[config.mk]
export PLATFORM = sky130hd
export DESIGN_NAME = text_line_splitter_unit
export DESIGN_NICKNAME = d
export VERILOG_FILES = /design/src/hw/rtl/tls_pkg.sv /design/src/hw/rtl/tls_front.sv /design/src/hw/rtl/tls_fifo.sv /design/src/hw/rtl/tls_back.sv /design/src/hw/rtl/text_line_splitter_unit.sv
export SDC_FILE = /design/constraint.sdc
export NUM_CORES = 1
export LEC_CHECK = 0
export BUFFER_PORTS_ARGS = -buffer_cell sky130_fd_sc_hd__buf_4
export CORE_ASPECT_RATIO = 0.75
export CORE_MARGIN = 2
export CORE_UTILIZATION = 54
export CTS_CLUSTER_DIAMETER = 120
export DETAILED_ROUTE_END_ITERATION = 12
export GPL_TIMING_DRIVEN = 0
export MAX_ROUTING_LAYER = met4
export PLACE_DENSITY_LB_ADDON = 0.1
export REMOVE_ABC_BUFFERS = 1
export SLEW_MARGIN = 20
export SYNTH_ARGS = -nofsm -noshare
export SYNTH_HDL_FRONTEND = slang
export SYNTH_SLANG_ARGS = --single-unit
[constraint.sdc]
create_clock -name clk_i -period 3.57 [get_ports clk_i]
set_input_delay 0.1785 -clock clk_i [delete_from_list [all_inputs] [get_ports clk_i]]
set_output_delay 0.1785 -clock clk_i [all_outputs]
set_load 0.005 [all_outputs]
[src/hw/rtl/tls_pkg.sv]
// shared types and constants of the text line splitter
`default_nettype none

package tls_pkg;

  localparam int unsigned ByteW = 8;
  localparam int unsigned LenW  = 16;
  localparam int unsigned KindW = 2;

  localparam logic [ByteW-1:0] CharCr = 8'd13;
  localparam logic [ByteW-1:0] CharLf = 8'd10;

  localparam logic [LenW-1:0] MaxLineReset = 16'd256;

  localparam int unsigned FifoDepthDef = 4;

  // input word type (tuser)
  localparam logic ReqByte = 1'b0;
  localparam logic ReqEnd  = 1'b1;

  typedef enum logic [KindW-1:0] {
    KindData = 2'd0,
    KindLine = 2'd1,
    KindCut  = 2'd2,
    KindEnd  = 2'd3
  } kind_e;

  // one decoded input item: an optional closing word then an optional tail word
  typedef struct packed {
    logic             has_close;
    kind_e            close_kind;
    logic [LenW-1:0]  close_len;
    logic             has_tail;
    kind_e            tail_kind;
    logic [ByteW-1:0] tail_byte;
  } entry_t;

endpackage

`default_nettype wire

[src/hw/rtl/tls_front.sv]
// front end: takes input words, tracks line state, builds queue entries
`default_nettype none

module tls_front import tls_pkg::*; (
  input  wire logic             clk_i,
  input  wire logic             rst_ni,
  input  wire logic             cfg_we_i,
  input  wire logic [LenW-1:0]  cfg_wdata_i,
  input  wire logic             in_valid_i,
  input  wire logic             in_req_i,
  input  wire logic [ByteW-1:0] in_byte_i,
  output logic                  in_ready_o,
  input  wire logic             fifo_full_i,
  output logic                  push_o,
  output entry_t                push_entry_o
);

  logic [LenW-1:0] max_q;
  logic [LenW-1:0] count_q, count_d;
  logic            cr_q, cr_d;
  logic [LenW-1:0] max_eff;
  logic            accept;
  logic            produce;
  entry_t          entry;

  assign in_ready_o = !fifo_full_i;
  assign accept     = in_valid_i && !fifo_full_i;
  assign max_eff    = (max_q == '0) ? LenW'(1) : max_q;

  always_comb begin
    entry   = '0;
    produce = 1'b1;
    count_d = count_q;
    cr_d    = 1'b0;
    if (in_req_i == ReqEnd) begin
      entry.has_close  = (count_q != '0);
      entry.close_kind = KindLine;
      entry.close_len  = count_q;
      entry.has_tail   = 1'b1;
      entry.tail_kind  = KindEnd;
      count_d          = '0;
    end else if (in_byte_i == CharCr) begin
      entry.has_close  = 1'b1;
      entry.close_kind = KindLine;
      entry.close_len  = count_q;
      count_d          = '0;
      cr_d             = 1'b1;
    end else if (in_byte_i == CharLf) begin
      // lf right after cr is swallowed
      produce          = !cr_q;
      entry.has_close  = 1'b1;
      entry.close_kind = KindLine;
      entry.close_len  = count_q;
      if (!cr_q) begin
        count_d = '0;
      end
    end else begin
      entry.has_tail  = 1'b1;
      entry.tail_kind = KindData;
      entry.tail_byte = in_byte_i;
      if (count_q >= max_eff) begin
        entry.has_close  = 1'b1;
        entry.close_kind = KindCut;
        entry.close_len  = count_q;
        count_d          = LenW'(1);
      end else begin
        count_d = count_q + LenW'(1);
      end
    end
  end

  assign push_o       = accept && produce;
  assign push_entry_o = entry;

  always_ff @(posedge clk_i or negedge rst_ni) begin
    if (!rst_ni) begin
      max_q   <= MaxLineReset;
      count_q <= '0;
      cr_q    <= 1'b0;
    end else begin
      if (cfg_we_i) begin
        max_q <= cfg_wdata_i;
      end
      if (accept) begin
        count_q <= count_d;
        cr_q    <= cr_d;
      end
    end
  end

endmodule

`default_nettype wire

[src/hw/rtl/tls_fifo.sv]
// small register queue between front and back
`default_nettype none

module tls_fifo import tls_pkg::*; #(
  parameter int unsigned Depth = FifoDepthDef
) (
  input  wire logic   clk_i,
  input  wire logic   rst_ni,
  input  wire logic   push_i,
  input  wire entry_t push_entry_i,
  input  wire logic   pop_i,
  output entry_t      head_o,
  output logic        empty_o,
  output logic        full_o
);

  localparam int unsigned PtrW = (Depth > 1) ? $clog2(Depth) : 1;
  localparam int unsigned CntW = $clog2(Depth + 1);

  entry_t          mem_q [Depth];
  logic [PtrW-1:0] wr_ptr_q, rd_ptr_q;
  logic [CntW-1:0] cnt_q;
  logic            do_push, do_pop;

  assign empty_o = (cnt_q == '0);
  assign full_o  = (cnt_q == CntW'(Depth));
  assign do_push = push_i && !full_o;
  assign do_pop  = pop_i && !empty_o;
  assign head_o  = mem_q[rd_ptr_q];

  always_ff @(posedge clk_i) begin
    if (do_push) begin
      mem_q[wr_ptr_q] <= push_entry_i;
    end
  end

  always_ff @(posedge clk_i or negedge rst_ni) begin
    if (!rst_ni) begin
      wr_ptr_q <= '0;
      rd_ptr_q <= '0;
      cnt_q    <= '0;
    end else begin
      if (do_push) begin
        wr_ptr_q <= (wr_ptr_q == PtrW'(Depth - 1)) ? '0 : wr_ptr_q + PtrW'(1);
      end
      if (do_pop) begin
        rd_ptr_q <= (rd_ptr_q == PtrW'(Depth - 1)) ? '0 : rd_ptr_q + PtrW'(1);
      end
      if (do_push && !do_pop) begin
        cnt_q <= cnt_q + CntW'(1);
      end else if (do_pop && !do_push) begin
        cnt_q <= cnt_q - CntW'(1);
      end
    end
  end

endmodule

`default_nettype wire

[src/hw/rtl/tls_back.sv]
// back end: expands queue entries into output words through an output register
`default_nettype none

module tls_back import tls_pkg::*; (
  input  wire logic              clk_i,
  input  wire logic              rst_ni,
  input  wire entry_t            head_i,
  input  wire logic              empty_i,
  output logic                   pop_o,
  output logic                   out_valid_o,
  input  wire logic              out_ready_i,
  output kind_e                  out_kind_o,
  output logic [ByteW-1:0]       out_byte_o,
  output logic [LenW-1:0]        out_len_o,
  output logic                   out_last_o
);

  logic             valid_q, valid_d;
  logic             phase_q, phase_d;
  logic             load;
  logic             send_close;
  kind_e            kind_q, kind_d;
  logic [ByteW-1:0] byte_q, byte_d;
  logic [LenW-1:0]  len_q, len_d;
  logic             last_q, last_d;

  assign load       = !valid_q || out_ready_i;
  // closing word of the head entry not yet sent
  assign send_close = head_i.has_close && !phase_q;

  always_comb begin
    valid_d = valid_q;
    phase_d = phase_q;
    pop_o   = 1'b0;
    kind_d  = send_close ? head_i.close_kind : head_i.tail_kind;
    byte_d  = send_close ? '0 : head_i.tail_byte;
    len_d   = send_close ? head_i.close_len : '0;
    last_d  = send_close ? !head_i.has_tail : 1'b1;
    if (load) begin
      valid_d = !empty_i;
      if (!empty_i) begin
        phase_d = send_close && head_i.has_tail;
        pop_o   = !(send_close && head_i.has_tail);
      end
    end
  end

  always_ff @(posedge clk_i or negedge rst_ni) begin
    if (!rst_ni) begin
      valid_q <= 1'b0;
      phase_q <= 1'b0;
    end else begin
      valid_q <= valid_d;
      phase_q <= phase_d;
    end
  end

  always_ff @(posedge clk_i) begin
    if (load && !empty_i) begin
      kind_q <= kind_d;
      byte_q <= byte_d;
      len_q  <= len_d;
      last_q <= last_d;
    end
  end

  assign out_valid_o = valid_q;
  assign out_kind_o  = kind_q;
  assign out_byte_o  = byte_q;
  assign out_len_o   = len_q;
  assign out_last_o  = last_q;

endmodule

`default_nettype wire

[src/hw/rtl/text_line_splitter_unit.sv]
// top level of the text line splitter: front end, queue and back end
// an accepted word is written into the queue, then into the output register
// throughput: one input word per cycle while the queue is not full; the output register
//   sends one word a cycle while the receiver is ready, so items that give two words
//   (cut plus byte, line plus end) send them in turn; a swallowed lf after cr gives no output
// reset (rst_ni low, async) empties the queue, clears line state, max length to 256
`default_nettype none

module text_line_splitter_unit import tls_pkg::*; #(
  parameter int unsigned FifoDepth = FifoDepthDef
) (
  input  wire logic         clk_i,
  input  wire logic         rst_ni,
  // configuration: max line bytes
  input  wire logic         cfg_we_i,
  input  wire logic [15:0]  cfg_wdata_i,
  // input stream
  input  wire logic         s_axis_tvalid_i,
  output logic              s_axis_tready_o,
  input  wire logic [7:0]   s_axis_tdata_i,   // [7:0] in_byte
  input  wire logic         s_axis_tuser_i,   // [0] req_type
  // output stream
  output logic              m_axis_tvalid_o,
  input  wire logic         m_axis_tready_i,
  output logic [23:0]       m_axis_tdata_o,   // [7:0] data_byte, [23:8] line_length
  output logic [1:0]        m_axis_tuser_o,   // [1:0] kind
  output logic              m_axis_tlast_o    // last word of an input item
);

  // queue handshake between front and back
  entry_t push_entry;
  entry_t head;
  logic   push, pop;
  logic   fifo_full, fifo_empty;

  // back end word fields
  kind_e            out_kind;
  logic [ByteW-1:0] out_byte;
  logic [LenW-1:0]  out_len;

  // front: classifies each byte and updates the running line count
  tls_front u_front (
    .clk_i        (clk_i),
    .rst_ni       (rst_ni),
    .cfg_we_i     (cfg_we_i),
    .cfg_wdata_i  (cfg_wdata_i),
    .in_valid_i   (s_axis_tvalid_i),
    .in_req_i     (s_axis_tuser_i),
    .in_byte_i    (s_axis_tdata_i),
    .in_ready_o   (s_axis_tready_o),
    .fifo_full_i  (fifo_full),
    .push_o       (push),
    .push_entry_o (push_entry)
  );

  // short queue decouples input acceptance from output stalls
  tls_fifo #(
    .Depth (FifoDepth)
  ) u_fifo (
    .clk_i        (clk_i),
    .rst_ni       (rst_ni),
    .push_i       (push),
    .push_entry_i (push_entry),
    .pop_i        (pop),
    .head_o       (head),
    .empty_o      (fifo_empty),
    .full_o       (fifo_full)
  );

  // back: one or two output words per entry
  tls_back u_back (
    .clk_i       (clk_i),
    .rst_ni      (rst_ni),
    .head_i      (head),
    .empty_i     (fifo_empty),
    .pop_o       (pop),
    .out_valid_o (m_axis_tvalid_o),
    .out_ready_i (m_axis_tready_i),
    .out_kind_o  (out_kind),
    .out_byte_o  (out_byte),
    .out_len_o   (out_len),
    .out_last_o  (m_axis_tlast_o)
  );

  // pack the output word, data byte in the low bits
  assign m_axis_tdata_o = {out_len, out_byte};
  assign m_axis_tuser_o = out_kind;

endmodule

`default_nettype wire

# Word level (Yosys, flattened, before mapping)
# Memories as Yosys holds them, arrays and structs flattened.
# Index checks and enable logic that the tools add are counted.
classes:
  n_addsub: 5
  magnitude_cmp: 1
  n_eq_ne: 6
  mux: 27
  bitwise_logic: 1
  reduce_logical: 25
op_table:
  columns: ["op", "count"]
  rows:
  - ["2-to-1 mux 16 bit", 6]
  - ["2-to-1 mux 19 bit", 3]
  - ["2-to-1 mux 11 bit", 2]
  - ["2-to-1 mux 22 bit", 1]
  - ["adder 16 x 1 -> 16 bit (second input constant)", 1]
  - ["equality test 8 x 4 -> 1 bit (second input constant)", 2]
  - [">= comparator 16 bit", 1]
  - ["zero test 16 bit", 1]
  - ["nonzero test 16 bit", 1]
  - ["logical AND 1 bit", 9]
  - ["zero test 1 bit", 9]
  - ["2-to-1 mux 1 bit", 9]
  - ["2-to-1 mux 8 bit", 1]
  - ["2-to-1 mux 2 bit", 3]
  - ["2-to-1 mux 3 bit", 2]
  - ["adder 2 x 1 -> 2 bit (second input constant)", 2]
  - ["equality test 2 bit (second input constant)", 2]
  - ["inequality test 4 bit (second input constant)", 1]
  - ["AND reduction 2 bit", 2]
  - ["adder 3 x 1 -> 3 bit (second input constant)", 1]
  - ["equality test 3 bit (second input constant)", 1]
  - ["zero test 3 bit", 1]
  - ["subtractor 3 x 1 -> 3 bit (second input constant)", 1]
  - ["nonzero test 2 bit", 1]
  - ["2 further kinds", 2]
word_totals:
  regBits: 69
  mem_bits_rw: 120
  wordCells: 78
  memories: 1
mem_list:
  columns: ["memory", "words", "width", "read_ports", "rd_clocked_by_memory_dff", "wr", "line", "rtl"]
  rows:
  - ["u_fifo.mem_q", 4, 30, 1, 0, 1, "tls_fifo.sv:20", "entry_t mem_q [Depth];"]

# Depth between registers and ports, before layout
# Gate-level depths: netlist (run 1).
logic_depth:
  word_depth: 10
  depth_mapped: 11
  ltp_nobuf: 10

# Modules after synthesis
# A second synthesis (run 1) with hierarchy kept.
hier_totals:
  hier_cells: 525
  area_unflattened_um2: 8195.4
modules_own_cells:
  columns: ["mod", "n_inst", "cells_per_inst", "area_per_inst_um2"]
  rows:
  - ["tls_fifo", 1, 194, 4765.8]
  - ["tls_front", 1, 264, 2304.7]
  - ["tls_back", 1, 67, 1124.8]

# Least setup slack after synthesis (run 1)
# Ideal clock, no wire load.
synth_path:
  path_kind: "register to register"
  startpoint: "register u_fifo.cnt_q[0]"
  endpoint: "register u_fifo.cnt_q[1]"
  arrival_time_ns: 3.287
  required_ns: 3.445
  slack_ns: 0.158
  stages_incl_launch_ff: 8
  path_cell_list: "dfrtp_1 > nor3_1 > a21oi_1 > nand2_1 > ha_1 > inv_1 > fa_1 > mux2_2"
synth_between:
  elab_chain_cells: 8
  word_cells_on_any_way: 19
  classes_between: "2 x add/sub; 1 x eq/ne; 4 x mux; 12 x reduce/logical"
synth_lines:
  columns: ["item", "line", "rtl"]
  rows:
  - ["start, declared", "tls_fifo.sv:22", "logic [CntW-1:0] cnt_q;"]
  - ["start signal, assigned", "tls_fifo.sv:50", "cnt_q <= cnt_q + CntW'(1);"]
  - ["start signal, assigned", "tls_fifo.sv:52", "cnt_q <= cnt_q - CntW'(1);"]
  - ["equality test 3 bit", "tls_fifo.sv:26", "assign full_o = (cnt_q == CntW'(Depth));"]
  - ["zero test 1 bit", "tls_front.sv:27, tls_fifo.sv:27", null]
  - ["logical AND 1 bit", "tls_front.sv:27", "assign accept = in_valid_i && !fifo_full_i;"]
  - ["logical AND 1 bit", "tls_front.sv:72", "assign push_o = accept && produce;"]
  - ["logical AND 1 bit", "tls_fifo.sv:27", "assign do_push = push_i && !full_o;"]
  - ["zero test 1 bit", "tls_fifo.sv:51", "end else if (do_pop && !do_push) begin"]
  - ["logical AND 1 bit", "tls_fifo.sv:51", null]
  - ["nonzero test 2 bit (no source line)", null, null]
# Several ways; a longest one is shown, not always the timed one. The select of a mux whose other input is x is not followed.
# A chain may end at the register's enable or synchronous reset.

# Worst setup path in the final report (run 1)
layout_path:
  startpoint: "register u_fifo.rd_ptr_q[0]"
  endpoint: "register u_fifo.cnt_q[1]"
layout_between:
  elab_chain_cells: 10
  word_cells_on_any_way: 12
  classes_between: "3 x mux; 8 x reduce/logical; 1 x memory"
layout_lines:
  columns: ["item", "line", "rtl"]
  rows:
  - ["start, declared", "tls_fifo.sv:21", "logic [PtrW-1:0] wr_ptr_q, rd_ptr_q;"]
  - ["start signal, assigned", "tls_fifo.sv:47", "rd_ptr_q <= (rd_ptr_q == PtrW'(Depth - 1)) ? '0 : rd_ptr_q + PtrW'(1);"]
  - ["memory (4 x 30 bit) *", null, null]
  - ["logical AND 1 bit", "tls_back.sv:29", "assign send_close = head_i.has_close && !phase_q;"]
  - ["logical AND 1 bit *", "tls_back.sv:43", "pop_o = !(send_close && head_i.has_tail);"]
  - ["zero test 1 bit *", "tls_back.sv:43", null]
  - ["2-to-1 mux 1 bit *", "tls_back.sv:41", "if (!empty_i) begin"]
  - ["2-to-1 mux 1 bit *", "tls_back.sv:39", "if (load) begin"]
  - ["logical AND 1 bit *", "tls_fifo.sv:28", "assign do_pop = pop_i && !empty_o;"]
  - ["zero test 1 bit", "tls_fifo.sv:49", "if (do_push && !do_pop) begin"]
  - ["logical AND 1 bit", "tls_fifo.sv:49", null]
  - ["2-to-1 mux 3 bit or nonzero test 2 bit (tied branches)", null, null]
# Mark *: on every way between the ends. The rest lies on a longest branch, timed or not.

==> summary.md, run 1 <==
| Metric | Value |
|---|---|
| GRT met1 Usage | `0.288` |
| Crit-path cells | `mux4_2 -> nand2b_2 -> nand2b_1 -> nand2_1 -> ha_1 -> inv_1 -> fa_1 -> mux2_2` |
| HP Class | `in2reg` |
| Post-route DRC | `0` |
| Tightest Pin Transition | `0.783 ns` |
| Post-Synthesis Cells | `518` |
| Core ar. | `14400 um^2` |
| Grt peak-use layer | `met2` |
| Postcts setup bufs | `0` |
| Final hold vios | `0` |
| Max clock buf depth | `2` |
| Die Y | `109 um` |
| Worst path top cell family by delay | `simple AND/OR/NAND/NOR gates` |
| TritonCTS clock tree | `built` |
| Clock latency on the worst-skew pair | `0.43 ns` |
| Root buffer cell | `clkbuf_16` |
| Share of flip-flops with an asynchronous set or reset | `0.227` |
| Worst EP arrival | `3.56 ns` |
| Die span in x | `144 um` |
| CTS clock-pin slew for the worst setup and hold paths | `about 0.060 ns` |
| Cell variety after synth | `54` |
| TNS Setup | `0 ns` |
| Worst EP required | `3.89 ns` |
| Post-synth EDFFs | `between 100 and 150` |
| Status | `finished, final reports clean` |
| Yosys reg bits | `185` |
| Final GP Congestion | `0.862` |
| Die ar. | `roughly 16000 um^2` |
| Routed via count | `4493` |
| Met3 Use GR | `0.0505` |
| Slew margin rel. | `0.474` |
| Post-Syn Area | `~8000 um^2` |
| RSZ-0062 raised after global routing | `no` |
| Post-synthesis sequential area ratio | `0.677` |
| Post-route setup slack | `0.334 ns` |
| Final total power | `6.64 mW` |
| Rows | `38` |
| Yosys Warn Count | `0` |
| CTS buffer count | `17` |
| WL/cell | `18.6 um` |
| Final Cycle Share | `0.906` |
| Area growth syn-to-layout | `18.8%` |
| Drt total wl | `15200 um` |
| Largest net degree at the start of global routing | `43` |
| Maximum VDD drop | `about 0.00044 V` |
| I/O Buffers | `between 50 and 60` |
| Post_cts resized | `0` |
| Antenna violations before repair | `0` |
| Initial core utilization | `0.550` |
| TritonRoute pass-1 iters | `4` |
| H-tree levels | `4` |
| Via density | `5.51` |
| Max-slew violation count | `0` |
| Placement Setup Slack | `0.292 ns` |
| Crit-path max FO | `28` |
| Fin nets | `~660` |
| I/O pin count | `59` |
| Lkg Pwr | `3.57 nW` |
| Critical Path Source Type | `flip-flop` |
| Tot GR Track Use | `0.221` |
| Layout cell share with drive strength beyond 1 | `0.235` |
| DP HPWL | `9870 um` |
| Initial drt markers | `314` |
| GRT met2 Usage | `0.354` |
| GRT overflow | `0` |
| First-pass GRT wire length | `24500 um` |
| Vias in the first global route | `around 4700` |
| Slowest cell on crit path | `dfrtp_2` |
| Fmax | `just over 300 MHz` |
| Pwr dens | `709 nW/um^2` |
| Fin crit period | `around 3.2 ns` |
| Layout Skew | `around 0.0095 ns` |
| WS Path Type | `reg2reg` |
| Crit. End Element | `flip-flop` |
| Syn Area/Cell | `15.2 um^2` |
| DRT antenna net count | `0` |
| Final setup vio count | `0` |
| Slowest stage delay, CP | `0.67 ns` |
| Max-cap viol count | `0` |
| # diodes | `0` |
| Crit path buf inv count | `1` |
| Synth Flop Type | `edfxtp_1` |
| TritonCTS Sinks | `between 150 and 200` |
-- cells in the final DEF (no fill, tap or decap), types with 6 or more instances in the layout --
cell           instances
a21oi_1               10
dfrtp_1               39
nand2_1               29
mux4_2                29
a22o_1                10
nor3_1                 7
ha_1                  24
clkbuf_16             17
inv_1                 30
edfxtp_1             143
dlygate4sd3_1         18
nor2b_1               27
buf_12                 6
nor4_1                 7
nor2_1                25
and2_1                19
and3_1                 6
nand3_1                7
o21ai_0               23
buf_4                 58
o21ai_1               10
-- metal layers --
layer | part of all wire | up-vias | wire length, um
met5 | 0 | - | 0
met4 | 0.0053 | 0 | 80
met3 | 0.039 | 6 | 587
met2 | 0.51 | 87 | 7670
met1 | 0.45 | 2273 | 6830
li1 | - | 2127 | -
-- area by class of cell --
class	count	area (um^2)
inverters	32	120
repair buffers	84	768
well taps	200	250
clock inverters	13	81.3
flip-flops and latches	185	5350
fillers	1052	4980
clock buffers	19	433
multi-input cells	283	2370
-- through the flow --
step / util / area, um^2 / hold WS (ns) / std cells
2_1_floorplan: - / 7800 / -0.117 / 500
6_report: 0.653 / 9370 / 0.0480 / 816
3_5_place_dp: 0.604 / 8680 / 0.205 / 766
3_3_place_gp: 0.591 / 8480 / 0.201 / 758
5_1_grt: 0.653 / 9370 / 0.0502 / 816
4_1_cts: 0.653 / 9370 / 0.0348 / 816
-- flip-flops by register name (all words and copies together) (netlist names) --
signal and count:
u_fifo.mem_q 116, u_back.out_len_o 16, u_front.count_q 16, u_front.max_q 16
u_back.out_byte_o 8, u_fifo.cnt_q 3, u_back.out_kind_o 2, u_fifo.rd_ptr_q 2
u_fifo.wr_ptr_q 2, u_back.out_last_o 1, u_back.out_valid_o 1, u_back.phase_q 1
u_front.cr_q 1
-- worst paths after layout --
check	startpoint	to	slack, ns	depth (start not counted)
worst min-delay path	s_axis_tdata_i[0]	u_front.cr_q$_DFFE_PN0P_	0.05	2
min in group asynchronous	rst_ni	u_front.max_q[15]$_DFFE_PN0P_	0.27	2
worst min register to register	u_fifo.cnt_q[2]$_DFFE_PN0P_	u_fifo.cnt_q[2]$_DFFE_PN0P_	0.50	1
max in group asynchronous	rst_ni	u_fifo.rd_ptr_q[0]$_DFFE_PN0P_	2.87	2
worst max register to register	u_fifo.rd_ptr_q[0]$_DFFE_PN0P_	u_fifo.cnt_q[1]$_DFFE_PN0P_	0.33	8
worst max-delay path	u_fifo.rd_ptr_q[0]$_DFFE_PN0P_	u_fifo.cnt_q[1]$_DFFE_PN0P_	0.33	8
-- worst register-to-register path, stage by stage, from the launching register on --
cell and delay, ns:
dfrtp_2 0.67, mux4_2 0.58, nand2b_2 0.49, nand2b_1 0.22, nand2_1 0.14, ha_1 0.28
inv_1 0.07, fa_1 0.41, mux2_2 0.27
-- cell families after synthesis --
logic type                 count (synthesis)  share of synthesized area
DFF                                      185                      0.677
buffers and inverters                     50                     0.0274
AOI/OAI and AO/OA                         71                     0.0591
and+or+nand+nor                          151                      0.104
xor gates and xnor gates                   3                    0.00333
muxes                                     33                     0.0883
adders and majority gates                 25                     0.0406
-- Yosys cell counts, drive strengths merged, types with 9 or more instances --
cell    instances  area share
edfxtp        143        0.54
dfrtp          41        0.13
o21ai          34       0.022
inv            32       0.015
mux4           29       0.083
nand2          29       0.014
nor2b          27       0.021
nor2           26       0.013
ha             24       0.038
and2           23       0.018
a21oi          11      0.0070
buf            11      0.0089
a22o           10       0.011
nor4            9      0.0079
-- timing repair --
item / in CTS / in global routing
hold endpoints to repair: 58 / 0
hold buffers: 18 / 0
endpoints found under the setup margin: 0 / 0
-- report_power, final --
part           leakage, nW  internal [mW]  switching [mW]
registers             1.88           2.94           0.225
logic                 1.45          0.946           0.885
clock network        0.238          0.879           0.771
total                 3.57           4.76            1.88
Note: power is estimated with default switching activity, not from simulation.
==> run 2, diff against run 1 <==
==> constraint.sdc (replaced) <==
create_clock -name clk_i -period 3.57 [get_ports clk_i]
set_input_delay 0.8925 -clock clk_i [delete_from_list [all_inputs] [get_ports clk_i]]
set_output_delay 0.8925 -clock clk_i [all_outputs]
set_load 0.005 [all_outputs]
==> run 2 against run 1 <==
  * Critical endpoint unchanged
  * First-iteration DRC count is 9.2% lower
  * Die area unchanged
  * Clock power hardly changed
  * Count of clock-buffer cells in the layout did not move
  * Hold slack improved by 0.40 ns
  * Final cell count fell by 2.2%
  * Global-route usage down 0.32 points
  * Total power shrank 0.26%
  * Fmax decreased by 5.3%
==> summary.md, run 2 (synthesis results as in run 1) <==
| Metric | Value |
|---|---|
| Status | `finished, final reports clean (unchanged)` |
| Max-slew violation count | `0 (unchanged)` |
| Die Y | `109 um (unchanged)` |
| Postcts setup bufs | `0 (unchanged)` |
| DP HPWL | `9870 um (unchanged)` |
| Power share of the clock group | `0.249 (was 0.248)` |
| WS Path Type | `in2reg (was reg2reg)` |
| Reg-to-reg endpoint | `u_fifo.cnt_q[1]$_DFFE_PN0P_ (unchanged)` |
| Die span in x | `144 um (unchanged)` |
| Most common cell after layout, fill and taps aside | `edfxtp_1 (unchanged)` |
| TNS Setup | `0 ns (unchanged)` |
| Initial core utilization | `0.550 (unchanged)` |
| Critical Path Source Type | `input port (was flip-flop)` |
| Reg2reg start | `u_fifo.rd_ptr_q[0]$_DFFE_PN0P_ (unchanged)` |
| Crit. End Element | `flip-flop (unchanged)` |
| TritonCTS clock tree | `built (unchanged)` |
| DRT antenna net count | `0 (unchanged)` |
| Clock latency on the worst-skew pair | `0.43 ns (about the same)` |
| Slew margin rel. | `0.484 (was 0.474)` |
| TritonRoute pass-1 iters | `4 (unchanged)` |
| CTS clock-pin slew for the worst setup and hold paths | `0.06 ns (about the same)` |
| Worst EP required | `3.89 ns (about the same)` |
| Fmax | `293 MHz (was 309 MHz)` |
| Fin nets | `640 (was 658)` |
| Sequential share of power | `0.477 (was 0.476)` |
| I/O pin count | `59 (unchanged)` |
| Via density | `5.52 (was 5.51)` |
| RSZ-0062 raised after global routing | `no (unchanged)` |
| I/O Buffers | `58 (unchanged)` |
| Most frequent cells in the layout | `edfxtp_1 (143), buf_4 (58), dfrtp_1 (39) (unchanged)` |
| Core ar. | `14400 um^2 (unchanged)` |
| Max clock buf depth | `2 (unchanged)` |
| Setup crit start | `s_axis_tdata_i[5] (was u_fifo.rd_ptr_q[0]$_DFFE_PN0P_)` |
| First-pass GRT wire length | `24100 um (was 24500 um)` |
| Layout Skew | `0.0106 ns (was 0.00948 ns)` |
| Largest net degree at the start of global routing | `43 (unchanged)` |
| Tightest Pin Transition | `0.773 ns (was 0.783 ns)` |
| Antenna violations before repair | `0 (unchanged)` |
| Largest Register | `u_fifo.mem_q (unchanged)` |
| R2R cell count | `8 (unchanged)` |
| Hold Buf Count CTS | `0 (was 18)` |
| Register area | `5350 um^2 (unchanged)` |
| TritonCTS Sinks | `185 (unchanged)` |
| Net switching power | `1.88 mW (about the same)` |
| Fin crit period | `3.42 ns (was 3.24 ns)` |
| Final hold vios | `0 (unchanged)` |
| Multi-input gate area | `2370 um^2 (unchanged)` |
| Fillers | `1079 (was 1052)` |
| Area growth syn-to-layout | `16.5% (was 18.8%)` |
| GRT overflow | `0 (unchanged)` |
| Pwr dens | `721 nW/um^2 (was 709 nW/um^2)` |
| Worst EP arrival | `3.74 ns (was 3.56 ns)` |
| Max-cap viol count | `0 (unchanged)` |
| Post-route DRC | `0 (unchanged)` |
| Maximum VDD drop | `0.000442 V (was 0.000440 V)` |
| Post-route setup slack | `0.152 ns (was 0.334 ns)` |
| Final Cycle Share | `0.957 (was 0.906)` |
| HP Class | `in2async (was in2reg)` |
| Largest register FFs | `116 (unchanged)` |
| Placement Setup Slack | `-0.307 ns (was 0.292 ns)` |
| Final GP Congestion | `0.862 (unchanged)` |
| Final setup vio count | `0 (unchanged)` |
| Combinational Power Share | `0.274 (was 0.276)` |
| Routed via count | `4408 (was 4493)` |
| Tot GR Track Use | `0.218 (was 0.221)` |
| Drt total wl | `15000 um (was 15200 um)` |
| H-tree levels | `4 (unchanged)` |
| Root buffer cell | `clkbuf_16 (unchanged)` |
| Rows | `38 (unchanged)` |
| CP endpoint | `u_fifo.cnt_q[1]$_DFFE_PN0P_ (unchanged)` |
| Sw Ratio | `0.283 (about the same)` |
| Vias in the first global route | `4636 (was 4732)` |
| R2R Setup Slk | `0.36 ns (was 0.33 ns)` |
| CTS buffer count | `17 (unchanged)` |
| Die ar. | `15600 um^2 (unchanged)` |
| Crit-path max FO | `18 (was 28)` |
| Internal power | `4.75 mW (was 4.76 mW)` |
| WL/cell | `18.8 um (was 18.6 um)` |
| Layout cell share with drive strength beyond 1 | `0.242 (was 0.235)` |
| Initial drt markers | `285 (was 314)` |
| Lkg Pwr | `3.49 nW (was 3.57 nW)` |
| # diodes | `0 (unchanged)` |
| Post_cts resized | `0 (unchanged)` |
[run 2: critical path, cell delays in order]
cell      delay (ns)
buf_4           0.11
nor4_2          0.48
nand2_1         0.19
o311ai_4        0.68
inv_2           0.32
ha_1            0.31
inv_1           0.07
fa_1            0.41
mux2_2          0.27
[run 2: worst min path at each step]
stage               cells after the start                       endpoint                         from
floorplan                               1     u_back.phase_q$_DFFE_PN0P_   u_back.phase_q$_DFFE_PN0P_
global placement                        1     u_back.phase_q$_DFFE_PN0P_   u_back.phase_q$_DFFE_PN0P_
detailed placement                      1    u_fifo.cnt_q[2]$_DFFE_PN0P_  u_fifo.cnt_q[2]$_DFFE_PN0P_
CTS                                     1  u_front.max_q[15]$_DFFE_PN0P_                       rst_ni
global route                            1  u_front.max_q[12]$_DFFE_PN0P_                       rst_ni
finish                                  1  u_front.max_q[15]$_DFFE_PN0P_                       rst_ni
[run 2: power by group through the flow]
stage                     clock (mW)  sequential [mW]  combinational (mW)
final                           1.65             3.16                1.81
after global routing            1.75             3.22                2.01
after CTS                       1.68             3.17                1.86
after detailed placement           0             3.21                1.85
after global placement             0             3.32                1.55
after floorplan                    0             3.25               0.981
[run 2: per-layer routing]
metal	vias up	share of wire	GRT usage	wire length (um)
met5	-	0	-	0
met4	0	0.0046	0.0672	69
met3	4	0.040	0.0496	597
met2	87	0.50	0.347	7570
met1	2232	0.45	0.285	6770
li1	2085	-	-	-
[run 2: layout make-up]
type / instances / share of cell area
flip-flops and latches: 185 / 0.582
multi-input cells: 283 / 0.258
repair buffers: 66 / 0.0640
clock buffers: 19 / 0.0471
well taps: 200 / 0.0272
inverters: 32 / 0.0131
clock inverters: 13 / 0.00885
[run 2: through the flow]
step                utilization  cell area (um^2)  std cells  hold slack (ns)  power, mW
floorplan                     -              7800        500            0.456       4.23
global placement          0.591              8480        758            0.470       4.87
detailed placement        0.604              8680        766            0.485       5.06
CTS                       0.640              9190        798            0.461       6.71
global route              0.640              9190        798            0.486       6.98
finish                    0.640              9190        798            0.451       6.63
